`src/hdl/ffp_pkg.sv`:
```
// Shared types, character codes and sizes for the FASTA/FASTQ record parser.
// No dependencies; the RTL files refer to it by scoped names, the testbench files import it.
`timescale 1ns / 1ps

package ffp_pkg;

  localparam int LEN_BITS = 16;
  localparam int ID_BITS = 8;
  localparam int TAIL_BITS = 16;

  localparam logic [LEN_BITS-1:0] LEN_MAX = {LEN_BITS{1'b1}};
  localparam logic [ID_BITS-1:0] ID_MAX = {ID_BITS{1'b1}};

  // result queue depth, power of two
  localparam int FIFO_DEPTH = 4;

  localparam logic [7:0] CH_GT = 8'h3E;
  localparam logic [7:0] CH_AT = 8'h40;
  localparam logic [7:0] CH_LF = 8'h0A;
  localparam logic [7:0] CH_CR = 8'h0D;
  localparam logic [7:0] CH_SLASH = 8'h2F;
  localparam logic [7:0] CH_DOT = 8'h2E;
  localparam logic [7:0] CH_SPACE = 8'h20;
  localparam logic [7:0] CH_ONE = 8'h31;
  localparam logic [7:0] CH_TWO = 8'h32;
  localparam logic [7:0] CH_PLUS = 8'h2B;

  typedef enum logic [1:0] {
    REG_FASTQ_MODE  = 2'd0,
    REG_CHECK_PAIRS = 2'd1,
    REG_INTERLEAVED = 2'd2,
    REG_STREAM_MATE = 2'd3
  } cfg_reg_t;

  typedef enum logic [2:0] {
    PH_PREFIX = 3'd0,
    PH_ID     = 3'd1,
    PH_SEQ    = 3'd2,
    PH_PLUS   = 3'd3,
    PH_QUAL   = 3'd4
  } phase_t;

  typedef enum logic [1:0] {
    ERR_NONE   = 2'd0,
    ERR_PREFIX = 2'd1,
    ERR_PAIR   = 2'd2
  } err_t;

  typedef struct packed {
    logic fastq_mode;
    logic check_pairs;
    logic interleaved;
    logic stream_mate;
  } cfg_t;

  typedef struct packed {
    logic                kind;
    logic [7:0]          seq_byte;
    logic [ID_BITS-1:0]  id_length;
    logic [1:0]          pair_suffix;
    logic [LEN_BITS-1:0] dna_length;
    logic [LEN_BITS-1:0] qual_length;
    logic                mate;
    err_t                error;
    logic [LEN_BITS-1:0] min_length;
    logic [LEN_BITS-1:0] max_length;
    logic                last;
  } result_t;

  // up to two results per byte, both written into the queue in the same cycle
  typedef struct packed {
    logic [1:0] count;
    result_t    res0;
    result_t    res1;
  } push_t;

endpackage

```
`src/hdl/ffp_channels.sv`:
```
// Handshake channels of the parser: input bytes, results, register writes.
// Depends on ffp_pkg for field widths.
`timescale 1ns / 1ps

interface ffp_byte_if;
  logic       valid;
  logic       ready;
  logic [7:0] data_byte;
  logic       end_of_buffer;
  modport source (output valid, data_byte, end_of_buffer, input ready);
  modport sink (input valid, data_byte, end_of_buffer, output ready);
endinterface

interface ffp_result_if;
  logic                         valid;
  logic                         ready;
  logic                         kind;
  logic [7:0]                   seq_byte;
  logic [ffp_pkg::ID_BITS-1:0]  id_length;
  logic [1:0]                   pair_suffix;
  logic [ffp_pkg::LEN_BITS-1:0] dna_length;
  logic [ffp_pkg::LEN_BITS-1:0] qual_length;
  logic                         mate;
  logic [1:0]                   error;
  logic [ffp_pkg::LEN_BITS-1:0] min_length;
  logic [ffp_pkg::LEN_BITS-1:0] max_length;
  logic                         last;
  modport source (output valid, kind, seq_byte, id_length, pair_suffix, dna_length,
                  qual_length, mate, error, min_length, max_length, last,
                  input ready);
  modport sink (input valid, kind, seq_byte, id_length, pair_suffix, dna_length,
                qual_length, mate, error, min_length, max_length, last,
                output ready);
endinterface

interface ffp_cfg_if;
  logic       valid;
  logic       ready;
  logic [1:0] index;
  logic       data;
  modport source (output valid, index, data, input ready);
  modport sink (input valid, index, data, output ready);
endinterface

```
`src/hdl/ffp_parser.sv`:
```
// Input register and record parsing step: one byte in, up to two results out.
// Depends on ffp_pkg.
`timescale 1ns / 1ps

module ffp_parser (
  input  logic            clk,
  input  logic            rst,
  input  ffp_pkg::cfg_t   cfg,
  input  logic            byte_valid,
  output logic            byte_ready,
  input  logic [7:0]      data_byte,
  input  logic            end_of_buffer,
  input  logic            room,
  output ffp_pkg::push_t  push
);

  typedef struct packed {
    ffp_pkg::phase_t                 phase;
    logic                            line_start;
    logic [ffp_pkg::ID_BITS-1:0]     id_count;
    logic [ffp_pkg::TAIL_BITS-1:0]   id_tail;
    logic [ffp_pkg::LEN_BITS-1:0]    seq_count;
    logic [ffp_pkg::LEN_BITS-1:0]    qual_count;
    logic                            mate_now;
    logic [ffp_pkg::LEN_BITS-1:0]    min_seen;
    logic [ffp_pkg::LEN_BITS-1:0]    max_seen;
    logic                            stopped;
  } parse_state_t;

  logic         s1_valid;
  logic [7:0]   s1_byte;
  logic         s1_eob;
  logic         fire;
  parse_state_t st;
  parse_state_t st_next;
  parse_state_t sum_st;
  ffp_pkg::result_t res0;
  ffp_pkg::result_t res1;
  ffp_pkg::result_t tmp;
  logic [1:0]   k;
  logic [7:0]   pre;

  function automatic parse_state_t clear_record(parse_state_t s);
    parse_state_t r;
    r = s;
    r.phase = ffp_pkg::PH_PREFIX;
    r.line_start = 1'b1;
    r.id_count = '0;
    r.id_tail = '0;
    r.seq_count = '0;
    r.qual_count = '0;
    return r;
  endfunction

  // record summary; bad marks a wrong prefix
  function automatic void make_summary(input ffp_pkg::cfg_t c, input parse_state_t s,
                                       input logic bad, output ffp_pkg::result_t r,
                                       output parse_state_t ns);
    logic                        m;
    logic [ffp_pkg::ID_BITS-1:0] idl;
    logic [1:0]                  suf;
    logic [7:0]                  sep;
    logic [7:0]                  dig;
    ffp_pkg::err_t               err;
    m = c.interleaved ? s.mate_now : c.stream_mate;
    ns = s;
    r = '0;
    r.kind = 1'b1;
    idl = s.id_count;
    suf = 2'd0;
    sep = s.id_tail[15:8];
    dig = s.id_tail[7:0];
    err = ffp_pkg::ERR_NONE;
    if (bad) begin
      ns.stopped = 1'b1;
      err = ffp_pkg::ERR_PREFIX;
    end else begin
      if (c.check_pairs && s.id_count > ffp_pkg::ID_BITS'(2)) begin
        if ((sep inside {ffp_pkg::CH_SLASH, ffp_pkg::CH_DOT, ffp_pkg::CH_SPACE}) &&
            (dig inside {ffp_pkg::CH_ONE, ffp_pkg::CH_TWO})) begin
          suf = (dig == ffp_pkg::CH_ONE) ? 2'd1 : 2'd2;
          // saturated length stays put
          if (idl != ffp_pkg::ID_MAX) begin
            idl = idl - ffp_pkg::ID_BITS'(2);
          end
        end
      end
      if (c.check_pairs && (suf != ({1'b0, m} + 2'd1))) begin
        err = ffp_pkg::ERR_PAIR;
      end
      if (s.seq_count != '0) begin
        if (s.seq_count < ns.min_seen) ns.min_seen = s.seq_count;
        if (s.seq_count > ns.max_seen) ns.max_seen = s.seq_count;
      end
      r.id_length = idl;
      r.pair_suffix = suf;
      r.dna_length = s.seq_count;
      r.qual_length = c.fastq_mode ? s.qual_count : '0;
      if (c.interleaved) ns.mate_now = ~s.mate_now;
    end
    r.mate = m;
    r.error = err;
    r.min_length = ns.min_seen;
    r.max_length = ns.max_seen;
    ns = clear_record(ns);
  endfunction

  assign fire = s1_valid && room;
  assign byte_ready = !s1_valid || room;

  always_ff @(posedge clk) begin
    if (rst) begin
      s1_valid <= 1'b0;
    end else if (byte_valid && byte_ready) begin
      s1_valid <= 1'b1;
    end else if (fire) begin
      s1_valid <= 1'b0;
    end
    if (byte_valid && byte_ready) begin
      s1_byte <= data_byte;
      s1_eob <= end_of_buffer;
    end
  end

  always_comb begin
    st_next = st;
    sum_st = st;
    k = 2'd0;
    res0 = '0;
    res1 = '0;
    tmp = '0;
    pre = cfg.fastq_mode ? ffp_pkg::CH_AT : ffp_pkg::CH_GT;
    if (!st_next.stopped) begin
      case (st_next.phase)
        ffp_pkg::PH_PREFIX: begin
          st_next = clear_record(st_next);
          if (s1_byte == pre) begin
            st_next.phase = ffp_pkg::PH_ID;
          end else begin
            make_summary(cfg, st_next, 1'b1, tmp, sum_st);
            st_next = sum_st;
            res0 = tmp;
            k = 2'd1;
          end
        end
        ffp_pkg::PH_ID: begin
          if (s1_byte == ffp_pkg::CH_LF) begin
            st_next.phase = ffp_pkg::PH_SEQ;
            st_next.line_start = 1'b1;
          end else begin
            if (st_next.id_count != ffp_pkg::ID_MAX) begin
              st_next.id_count = st_next.id_count + 1'b1;
            end
            st_next.id_tail = {st_next.id_tail[7:0], s1_byte};
          end
        end
        ffp_pkg::PH_SEQ: begin
          if (s1_byte inside {ffp_pkg::CH_GT, ffp_pkg::CH_AT}) begin
            // record ends; this byte opens the next one
            make_summary(cfg, st_next, 1'b0, tmp, sum_st);
            st_next = sum_st;
            res0 = tmp;
            k = 2'd1;
            if (s1_byte == pre) begin
              st_next.phase = ffp_pkg::PH_ID;
            end else begin
              make_summary(cfg, st_next, 1'b1, tmp, sum_st);
              st_next = sum_st;
              res1 = tmp;
              k = 2'd2;
            end
          end else if (cfg.fastq_mode && st_next.line_start &&
                       s1_byte == ffp_pkg::CH_PLUS) begin
            st_next.phase = ffp_pkg::PH_PLUS;
          end else if (s1_byte inside {ffp_pkg::CH_CR, ffp_pkg::CH_LF}) begin
            st_next.line_start = (s1_byte == ffp_pkg::CH_LF);
          end else begin
            res0.seq_byte = s1_byte;
            k = 2'd1;
            if (st_next.seq_count != ffp_pkg::LEN_MAX) begin
              st_next.seq_count = st_next.seq_count + 1'b1;
            end
            st_next.line_start = 1'b0;
          end
        end
        ffp_pkg::PH_PLUS: begin
          if (s1_byte == ffp_pkg::CH_LF) st_next.phase = ffp_pkg::PH_QUAL;
        end
        default: begin
          if (s1_byte == ffp_pkg::CH_LF) begin
            make_summary(cfg, st_next, 1'b0, tmp, sum_st);
            st_next = sum_st;
            res0 = tmp;
            k = 2'd1;
          end else if (st_next.qual_count != ffp_pkg::LEN_MAX) begin
            st_next.qual_count = st_next.qual_count + 1'b1;
          end
        end
      endcase
    end
    if (s1_eob) begin
      if (!st_next.stopped && st_next.phase != ffp_pkg::PH_PREFIX) begin
        make_summary(cfg, st_next, 1'b0, tmp, sum_st);
        st_next = sum_st;
        if (k == 2'd0) res0 = tmp;
        else res1 = tmp;
        k = k + 2'd1;
      end
      st_next.stopped = 1'b0;
      st_next = clear_record(st_next);
      st_next.mate_now = 1'b0;
    end
    if (k == 2'd1) res0.last = 1'b1;
    else if (k == 2'd2) res1.last = 1'b1;
  end

  always_ff @(posedge clk) begin
    if (rst) begin
      st.phase <= ffp_pkg::PH_PREFIX;
      st.line_start <= 1'b1;
      st.id_count <= '0;
      st.id_tail <= '0;
      st.seq_count <= '0;
      st.qual_count <= '0;
      st.mate_now <= 1'b0;
      st.min_seen <= ffp_pkg::LEN_MAX;
      st.max_seen <= '0;
      st.stopped <= 1'b0;
    end else if (fire) begin
      st <= st_next;
    end
  end

  always_comb begin
    push.count = fire ? k : 2'd0;
    push.res0 = res0;
    push.res1 = res1;
  end

`ifndef SYNTHESIS
  a_stop_at_prefix: assert property (@(posedge clk) disable iff (rst)
    st.stopped |-> st.phase == ffp_pkg::PH_PREFIX)
    else $error("stopped outside prefix phase");
  a_eob_clears: assert property (@(posedge clk) disable iff (rst)
    fire && s1_eob |=> !st.stopped && !st.mate_now && st.phase == ffp_pkg::PH_PREFIX)
    else $error("end of buffer did not reset record state");
  // second result is always a summary; the first may be a sequence byte
  a_pair_shape: assert property (@(posedge clk) disable iff (rst)
    push.count == 2'd2 |-> push.res1.kind && !push.res0.last && push.res1.last)
    else $error("bad two-result push");
`endif

endmodule

```
`src/hdl/ffp_result_fifo.sv`:
```
// Small result queue taking up to two results a cycle, one out per transfer.
// Depends on ffp_pkg.
`timescale 1ns / 1ps

module ffp_result_fifo (
  input  logic             clk,
  input  logic             rst,
  input  ffp_pkg::push_t   push,
  output logic             room,
  output logic             out_valid,
  input  logic             out_ready,
  output ffp_pkg::result_t out_data
);

  localparam int PTR_BITS = $clog2(ffp_pkg::FIFO_DEPTH);
  localparam int CNT_BITS = PTR_BITS + 1;

  ffp_pkg::result_t      entries [ffp_pkg::FIFO_DEPTH];
  logic [PTR_BITS-1:0]   wr_ptr;
  logic [PTR_BITS-1:0]   rd_ptr;
  logic [CNT_BITS-1:0]   count;
  logic [CNT_BITS-1:0]   count_next;
  logic                  pop;

  assign out_valid = (count != '0);
  assign pop = out_valid && out_ready;
  assign out_data = entries[rd_ptr];
  // two free slots needed, since a byte can yield two results
  assign room = (count <= CNT_BITS'(ffp_pkg::FIFO_DEPTH - 2));
  assign count_next = count + CNT_BITS'(push.count) - CNT_BITS'(pop);

  always_ff @(posedge clk) begin
    if (push.count != 2'd0) entries[wr_ptr] <= push.res0;
    if (push.count == 2'd2) entries[PTR_BITS'(wr_ptr + 1'b1)] <= push.res1;
  end

  always_ff @(posedge clk) begin
    if (rst) begin
      wr_ptr <= '0;
      rd_ptr <= '0;
      count <= '0;
    end else begin
      wr_ptr <= PTR_BITS'(wr_ptr + PTR_BITS'(push.count));
      rd_ptr <= PTR_BITS'(rd_ptr + PTR_BITS'(pop));
      count <= count_next;
    end
  end

`ifndef SYNTHESIS
  a_no_overflow: assert property (@(posedge clk) disable iff (rst)
    count <= CNT_BITS'(ffp_pkg::FIFO_DEPTH))
    else $error("result queue overflow");
  a_push_needs_room: assert property (@(posedge clk) disable iff (rst)
    push.count != 2'd0 |-> room)
    else $error("push without room");
  a_pop_count: assert property (@(posedge clk) disable iff (rst)
    pop && push.count == 2'd0 |=> count == $past(count) - 1'b1)
    else $error("count did not drop on transfer");
`endif

endmodule

```
`src/hdl/fasta_fastq_record_parser.sv`:
```
// FASTA/FASTQ record parser top level: register block, parsing stage, result queue.
// A byte waits in the input register until the queue has room; parsing it then
// writes its results into the queue. Throughput is one byte per cycle except while
// the queue holds more than two results, when input stalls; a byte that closes one
// record and opens or ends another yields two results for the four-entry queue.
// Reset (rst, synchronous) clears registers, parse state, extremes and the queue.
`timescale 1ns / 1ps

module fasta_fastq_record_parser (
  input  logic   clk,
  input  logic   rst,
  ffp_byte_if.sink     bytes,
  ffp_result_if.source results,
  ffp_cfg_if.sink      cfg
);

  ffp_pkg::cfg_t    mode_regs;
  ffp_pkg::push_t   push;
  ffp_pkg::result_t head;
  logic             room;

  // register writes always complete in one transfer
  assign cfg.ready = 1'b1;

  always_ff @(posedge clk) begin
    if (rst) begin
      mode_regs <= '0;
    end else if (cfg.valid) begin
      case (cfg.index)
        ffp_pkg::REG_FASTQ_MODE:  mode_regs.fastq_mode <= cfg.data;
        ffp_pkg::REG_CHECK_PAIRS: mode_regs.check_pairs <= cfg.data;
        ffp_pkg::REG_INTERLEAVED: mode_regs.interleaved <= cfg.data;
        ffp_pkg::REG_STREAM_MATE: mode_regs.stream_mate <= cfg.data;
        default: ;
      endcase
    end
  end

  // input register plus one parsing step per byte
  ffp_parser u_parser (
    .clk           (clk),
    .rst           (rst),
    .cfg           (mode_regs),
    .byte_valid    (bytes.valid),
    .byte_ready    (bytes.ready),
    .data_byte     (bytes.data_byte),
    .end_of_buffer (bytes.end_of_buffer),
    .room          (room),
    .push          (push)
  );

  // output side is decoupled by the queue
  ffp_result_fifo u_fifo (
    .clk       (clk),
    .rst       (rst),
    .push      (push),
    .room      (room),
    .out_valid (results.valid),
    .out_ready (results.ready),
    .out_data  (head)
  );

  assign results.kind        = head.kind;
  assign results.seq_byte    = head.seq_byte;
  assign results.id_length   = head.id_length;
  assign results.pair_suffix = head.pair_suffix;
  assign results.dna_length  = head.dna_length;
  assign results.qual_length = head.qual_length;
  assign results.mate        = head.mate;
  assign results.error       = head.error;
  assign results.min_length  = head.min_length;
  assign results.max_length  = head.max_length;
  assign results.last        = head.last;

endmodule

```
`src/flat_wrapper.sv`:
```
// flat-port wrapper written by rule: the top's interface ports become plain ports
module fasta_fastq_record_parser_flat 
  (clk, rst, bytes_valid, bytes_data_byte, bytes_end_of_buffer, bytes_ready, results_valid, results_kind, results_seq_byte, results_id_length, results_pair_suffix, results_dna_length, results_qual_length, results_mate, results_error, results_min_length, results_max_length, results_last, results_ready, cfg_valid, cfg_index, cfg_data, cfg_ready);
  ffp_byte_if bytes_i ();
  ffp_result_if results_i ();
  ffp_cfg_if cfg_i ();
  input  logic clk;
  input  logic rst;
  input wire logic [$bits(bytes_i.valid)-1:0] bytes_valid;
  input wire logic [$bits(bytes_i.data_byte)-1:0] bytes_data_byte;
  input wire logic [$bits(bytes_i.end_of_buffer)-1:0] bytes_end_of_buffer;
  output wire logic [$bits(bytes_i.ready)-1:0] bytes_ready;
  output wire logic [$bits(results_i.valid)-1:0] results_valid;
  output wire logic [$bits(results_i.kind)-1:0] results_kind;
  output wire logic [$bits(results_i.seq_byte)-1:0] results_seq_byte;
  output wire logic [$bits(results_i.id_length)-1:0] results_id_length;
  output wire logic [$bits(results_i.pair_suffix)-1:0] results_pair_suffix;
  output wire logic [$bits(results_i.dna_length)-1:0] results_dna_length;
  output wire logic [$bits(results_i.qual_length)-1:0] results_qual_length;
  output wire logic [$bits(results_i.mate)-1:0] results_mate;
  output wire logic [$bits(results_i.error)-1:0] results_error;
  output wire logic [$bits(results_i.min_length)-1:0] results_min_length;
  output wire logic [$bits(results_i.max_length)-1:0] results_max_length;
  output wire logic [$bits(results_i.last)-1:0] results_last;
  input wire logic [$bits(results_i.ready)-1:0] results_ready;
  input wire logic [$bits(cfg_i.valid)-1:0] cfg_valid;
  input wire logic [$bits(cfg_i.index)-1:0] cfg_index;
  input wire logic [$bits(cfg_i.data)-1:0] cfg_data;
  output wire logic [$bits(cfg_i.ready)-1:0] cfg_ready;
  assign bytes_i.valid = bytes_valid;
  assign bytes_i.data_byte = bytes_data_byte;
  assign bytes_i.end_of_buffer = bytes_end_of_buffer;
  assign bytes_ready = bytes_i.ready;
  assign results_valid = results_i.valid;
  assign results_kind = results_i.kind;
  assign results_seq_byte = results_i.seq_byte;
  assign results_id_length = results_i.id_length;
  assign results_pair_suffix = results_i.pair_suffix;
  assign results_dna_length = results_i.dna_length;
  assign results_qual_length = results_i.qual_length;
  assign results_mate = results_i.mate;
  assign results_error = results_i.error;
  assign results_min_length = results_i.min_length;
  assign results_max_length = results_i.max_length;
  assign results_last = results_i.last;
  assign results_i.ready = results_ready;
  assign cfg_i.valid = cfg_valid;
  assign cfg_i.index = cfg_index;
  assign cfg_i.data = cfg_data;
  assign cfg_ready = cfg_i.ready;
  fasta_fastq_record_parser u_core (.clk(clk), .rst(rst), .bytes(bytes_i), .results(results_i), .cfg(cfg_i));
endmodule
```
`config.mk`:
```
export PLATFORM = sky130hd
export DESIGN_NAME = fasta_fastq_record_parser_flat
export DESIGN_NICKNAME = d
export VERILOG_FILES = /design/src/hdl/ffp_pkg.sv /design/src/hdl/ffp_channels.sv /design/src/hdl/ffp_parser.sv /design/src/hdl/ffp_result_fifo.sv /design/src/hdl/fasta_fastq_record_parser.sv /design/src/flat_wrapper.sv
export SDC_FILE = /design/constraint.sdc
export NUM_CORES = 1
export LEC_CHECK = 0
export ABC_AREA = 1
export ABC_CLOCK_PERIOD_IN_PS = 16500
export BUFFER_PORTS_ARGS = -buffer_cell sky130_fd_sc_hd__buf_2
export CAP_MARGIN = 20
export CORE_MARGIN = 8
export CORE_UTILIZATION = 30
export CTS_CLUSTER_DIAMETER = 150
export DETAILED_ROUTE_END_ITERATION = 12
export GPL_ROUTABILITY_DRIVEN = 0
export HOLD_SLACK_MARGIN = 0.08
export PLACE_DENSITY = 0.56
export SYNTH_ARGS = -nofsm -noshare
export SYNTH_HDL_FRONTEND = slang
export SYNTH_HIERARCHICAL = 1
export SYNTH_SLANG_ARGS = --single-unit
```
`constraint.sdc`:
```
create_clock -name clk -period 16.5 [get_ports clk]
set_input_delay 1.65 -clock clk [delete_from_list [all_inputs] [get_ports clk]]
set_output_delay 1.65 -clock clk [all_outputs]
set_load 0.01 [all_outputs]
```
==> impl_results.md <==
* Share of cells above drive strength 1 at a little under a tenth
* Synth area leader: edfxtp_1
* Final hold violations at 0
* Sequential share of the synthesized area at about two fifths
* Initial DRC Count at 2610
* Top post-synthesis cells by area: edfxtp_1 34%, nand2_1 13%, dfxtp_1 6.8%, o21ai_0 6.4%, o21ai_1 6.0%
* Final setup vio count at 0
* Grt ovf at 0
* Die width at about 340 µm
* Setup Buffers After CTS at 0
* Hold Buf Count CTS at 0
* Pwr/cell area at 98.9 nW/µm²
* Sw frac at 33.0%
* Final Skew at 0.0286 ns
* Io pins at 107
* Height of the die at between 300 and 400 µm
* CTS resizes at 0
* GR Util All Layers at 18.3%
* # port buffers at 105
* DR DRC count at 0
* Synth top area share at 34.3%
* Clock buffer depth at 3
* Clk_lat worst skew at between 0.6 and 0.7 ns
* Worst Path Class, Setup: reg2reg
* Post-synth EDFFs at 357
* Clk pin slew, worst setup/hold paths at 0.06 ns
* Place WS at 9.41 ns
* Fin nets at approximately 4300
* Combinational Power Share at roughly a quarter
* First-pass GRT wire length at approximately 170000 µm
* Status: finished, final reports clean
* RSZ-0062 raised after global routing: no
* Layout area overhead at 10.1%
* Total clock sinks at between 400 and 500
* Yosys warnings at 6
* Worst setup SP type: flip-flop
* Routed Antenna Nets at 0
* Most frequent cell after synthesis: nand2_1
* Leak Pwr at between 0.01 and 0.015 µW
* Initial antenna violation count at 3
* WL per Instance at 19.4 µm
* CP Data Arrival Time at between 7 and 8 ns
* CTS buffer count at 51
* Setup tns final at 0 ns
* Initial core utilization at 30.2%
* H-tree Lvls at 2
* Vias per Instance at 5.27
* Final min period at 7.29 ns
* Peak supply drop at approximately 0.065 mV
* Mapped Avg Cell Area at 7.30 µm²
* Yosys reg bits at 463
* GRT met3 Usage at 2.48%
* Final WL at 109000 µm
* Primary FF master, synth: edfxtp_1
* Final HPWL from detailed placement at around 70000 µm
* Max-cap violations at 0
* Vias in the first global route at 28000
* Sequential power share at 40.3%
* Max Freq at 137 MHz
* Post-synthesis cell type count at 67
* Slew headroom at 23.8%
* Max Slew Vio Count at 0
* Number of core rows at 118
* Core area at 103000 µm²
* Max Fanout on Critical Path at 17
* Hold Path Class: reg2reg
* Setup ws final at 9.21 ns
* Met2 Use GR at a little under a third
* Internal at 2280 µW
* Post-synth ARST share at 0%
* Clock power frac at 35.7%
* Crit end category: flip-flop
* Critical Path RT at approximately 17 ns
* Die ar. at 115000 µm²
* Root buf cell: clkbuf_16
* Part of the cycle the worst path needs at 44.2%
* Synthesized cell area at 31200 µm²
* Psw at between 1000 and 1500 µW
* GR Layer Usage met1 at 23.9%
* DR vias at 29700
* Largest net degree at the start of global routing at 142
* GRT busiest layer: met2
* Drt first pass iters at 6
* TritonCTS clock tree: done
* Top cells by count, synth: 1089 x nand2_1, 402 x o21ai_0, 374 x o21ai_1
* Syn Inst Count at 4277
* Least-Margin Pin Slew at 1.14 ns
worst max-delay path, stage by stage (launching register included):
cell      delay [ns]
dfxtp_1         0.76
ha_1            0.22
nand2_1         0.06
nor4_1          0.40
a21oi_1         0.14
o21ai_1         0.76
nand2_1         0.76
nand2_1         0.32
nand3_1         0.15
a21oi_1         0.17
o21ai_0         0.10
nand2_1         0.15
inv_1           0.08
ha_1            0.30
nand4_1         0.11
nor3_1          0.31
a211oi_1        0.14
a21oi_2         0.84
nand2_4         0.49
nand2_1         0.21
nand2_1         0.09
a22o_1          0.18
inv_1           0.12
o21ai_0         0.10
cell families after synthesis:
group           Yosys count  share of synthesized area (%)
compound gates         1152                           20.3
xor+xnor                 30                          0.842
fa+ha+maj                75                           3.03
buf+inv                 688                           9.31
flops                   463                           41.1
other cells               2                         0.0241
simple gates           1867                           25.4
through the flow:
stage	util, %	hold WS (ns)	power, µW	cells	area (µm²)
finish	33.3	0.489	3400	5633	34400
global route	33.3	0.516	3580	5632	34400
CTS	33.2	0.488	3450	5630	34400
detailed placement	31.6	0.472	2230	5534	32600
global placement	31.5	0.471	2220	5532	32600
floorplan	-	0.446	1900	4284	31300
flip-flops by register name, indices dropped and copies added, names as in the netlist:
signal,cells
u_core/mode_regs,4
u_core/u_parser/st,94
u_core/u_fifo/rd_ptr,2
u_core/u_fifo/wr_ptr,2
u_core/u_fifo/count,3
u_core/u_fifo/entries,348
u_core/u_parser/s1_eob,1
u_core/u_parser/s1_byte,8
u_core/u_parser/s1_valid,1
layout by cell type (no fill, tap or decap), drive strengths merged, types with 26 or more instances in the layout:
cell    synthesis  routed
a21oi         150     150
buf           156     159
clkbuf        131      68
dfxtp         106     106
edfxtp        357     357
ha             74      74
inv           396     399
nand2        1129    1129
nand3         254     254
nand4          26      26
nor2          393     393
nor3           36      36
o211ai         40      40
o21ai         782     782
o22ai         103     103
xor2           28      28
per-layer routing:
layer | vias up | share of wire (%)
li1 | 14400 | -
met4 | 2 | 2.9
met5 | - | 0.012
met1 | 14000 | 43
met2 | 1117 | 47
met3 | 198 | 6.9
worst paths after layout:
kind	end	slack [ns]	startpoint	cells after the start
max	u_core/u_fifo/entries[0][2]$_DFFE_PP_	9.21	u_core/u_parser/st[60]$_SDFFE_PP0P_	23
min	u_core/u_parser/st[78]$_SDFFE_PP0P_	0.49	u_core/u_parser/st[78]$_SDFFE_PP0P_	2
max reg2reg	u_core/u_fifo/entries[0][2]$_DFFE_PP_	9.21	u_core/u_parser/st[60]$_SDFFE_PP0P_	23
min reg2reg	u_core/u_parser/st[78]$_SDFFE_PP0P_	0.49	u_core/u_parser/st[78]$_SDFFE_PP0P_	2
layout make-up:
type                            count  area (µm²)
Sequential cell                   463       12800
Timing Repair Buffer              159         945
Tap cell                         1380        1730
Fill cell                       10900       69000
Multi-Input combinational cell   3133       15600
Clock buffer                       68        1400
Inverter                          401        1510
Antenna cell                        1        2.50
Clock inverter                     28         342
power groups by stage:
| stage | clock, µW | combinational [µW] | sequential (µW) |
|---|---|---|---|
| 2_1_floorplan | 0 | 519 | 1380 |
| 3_3_place_gp | 0 | 828 | 1390 |
| 3_5_place_dp | 0 | 834 | 1390 |
| 4_1_cts | 1240 | 837 | 1370 |
| 5_1_grt | 1290 | 913 | 1380 |
| 6_report | 1210 | 818 | 1370 |
No activity file was read; power rests on OpenSTA's default activity.
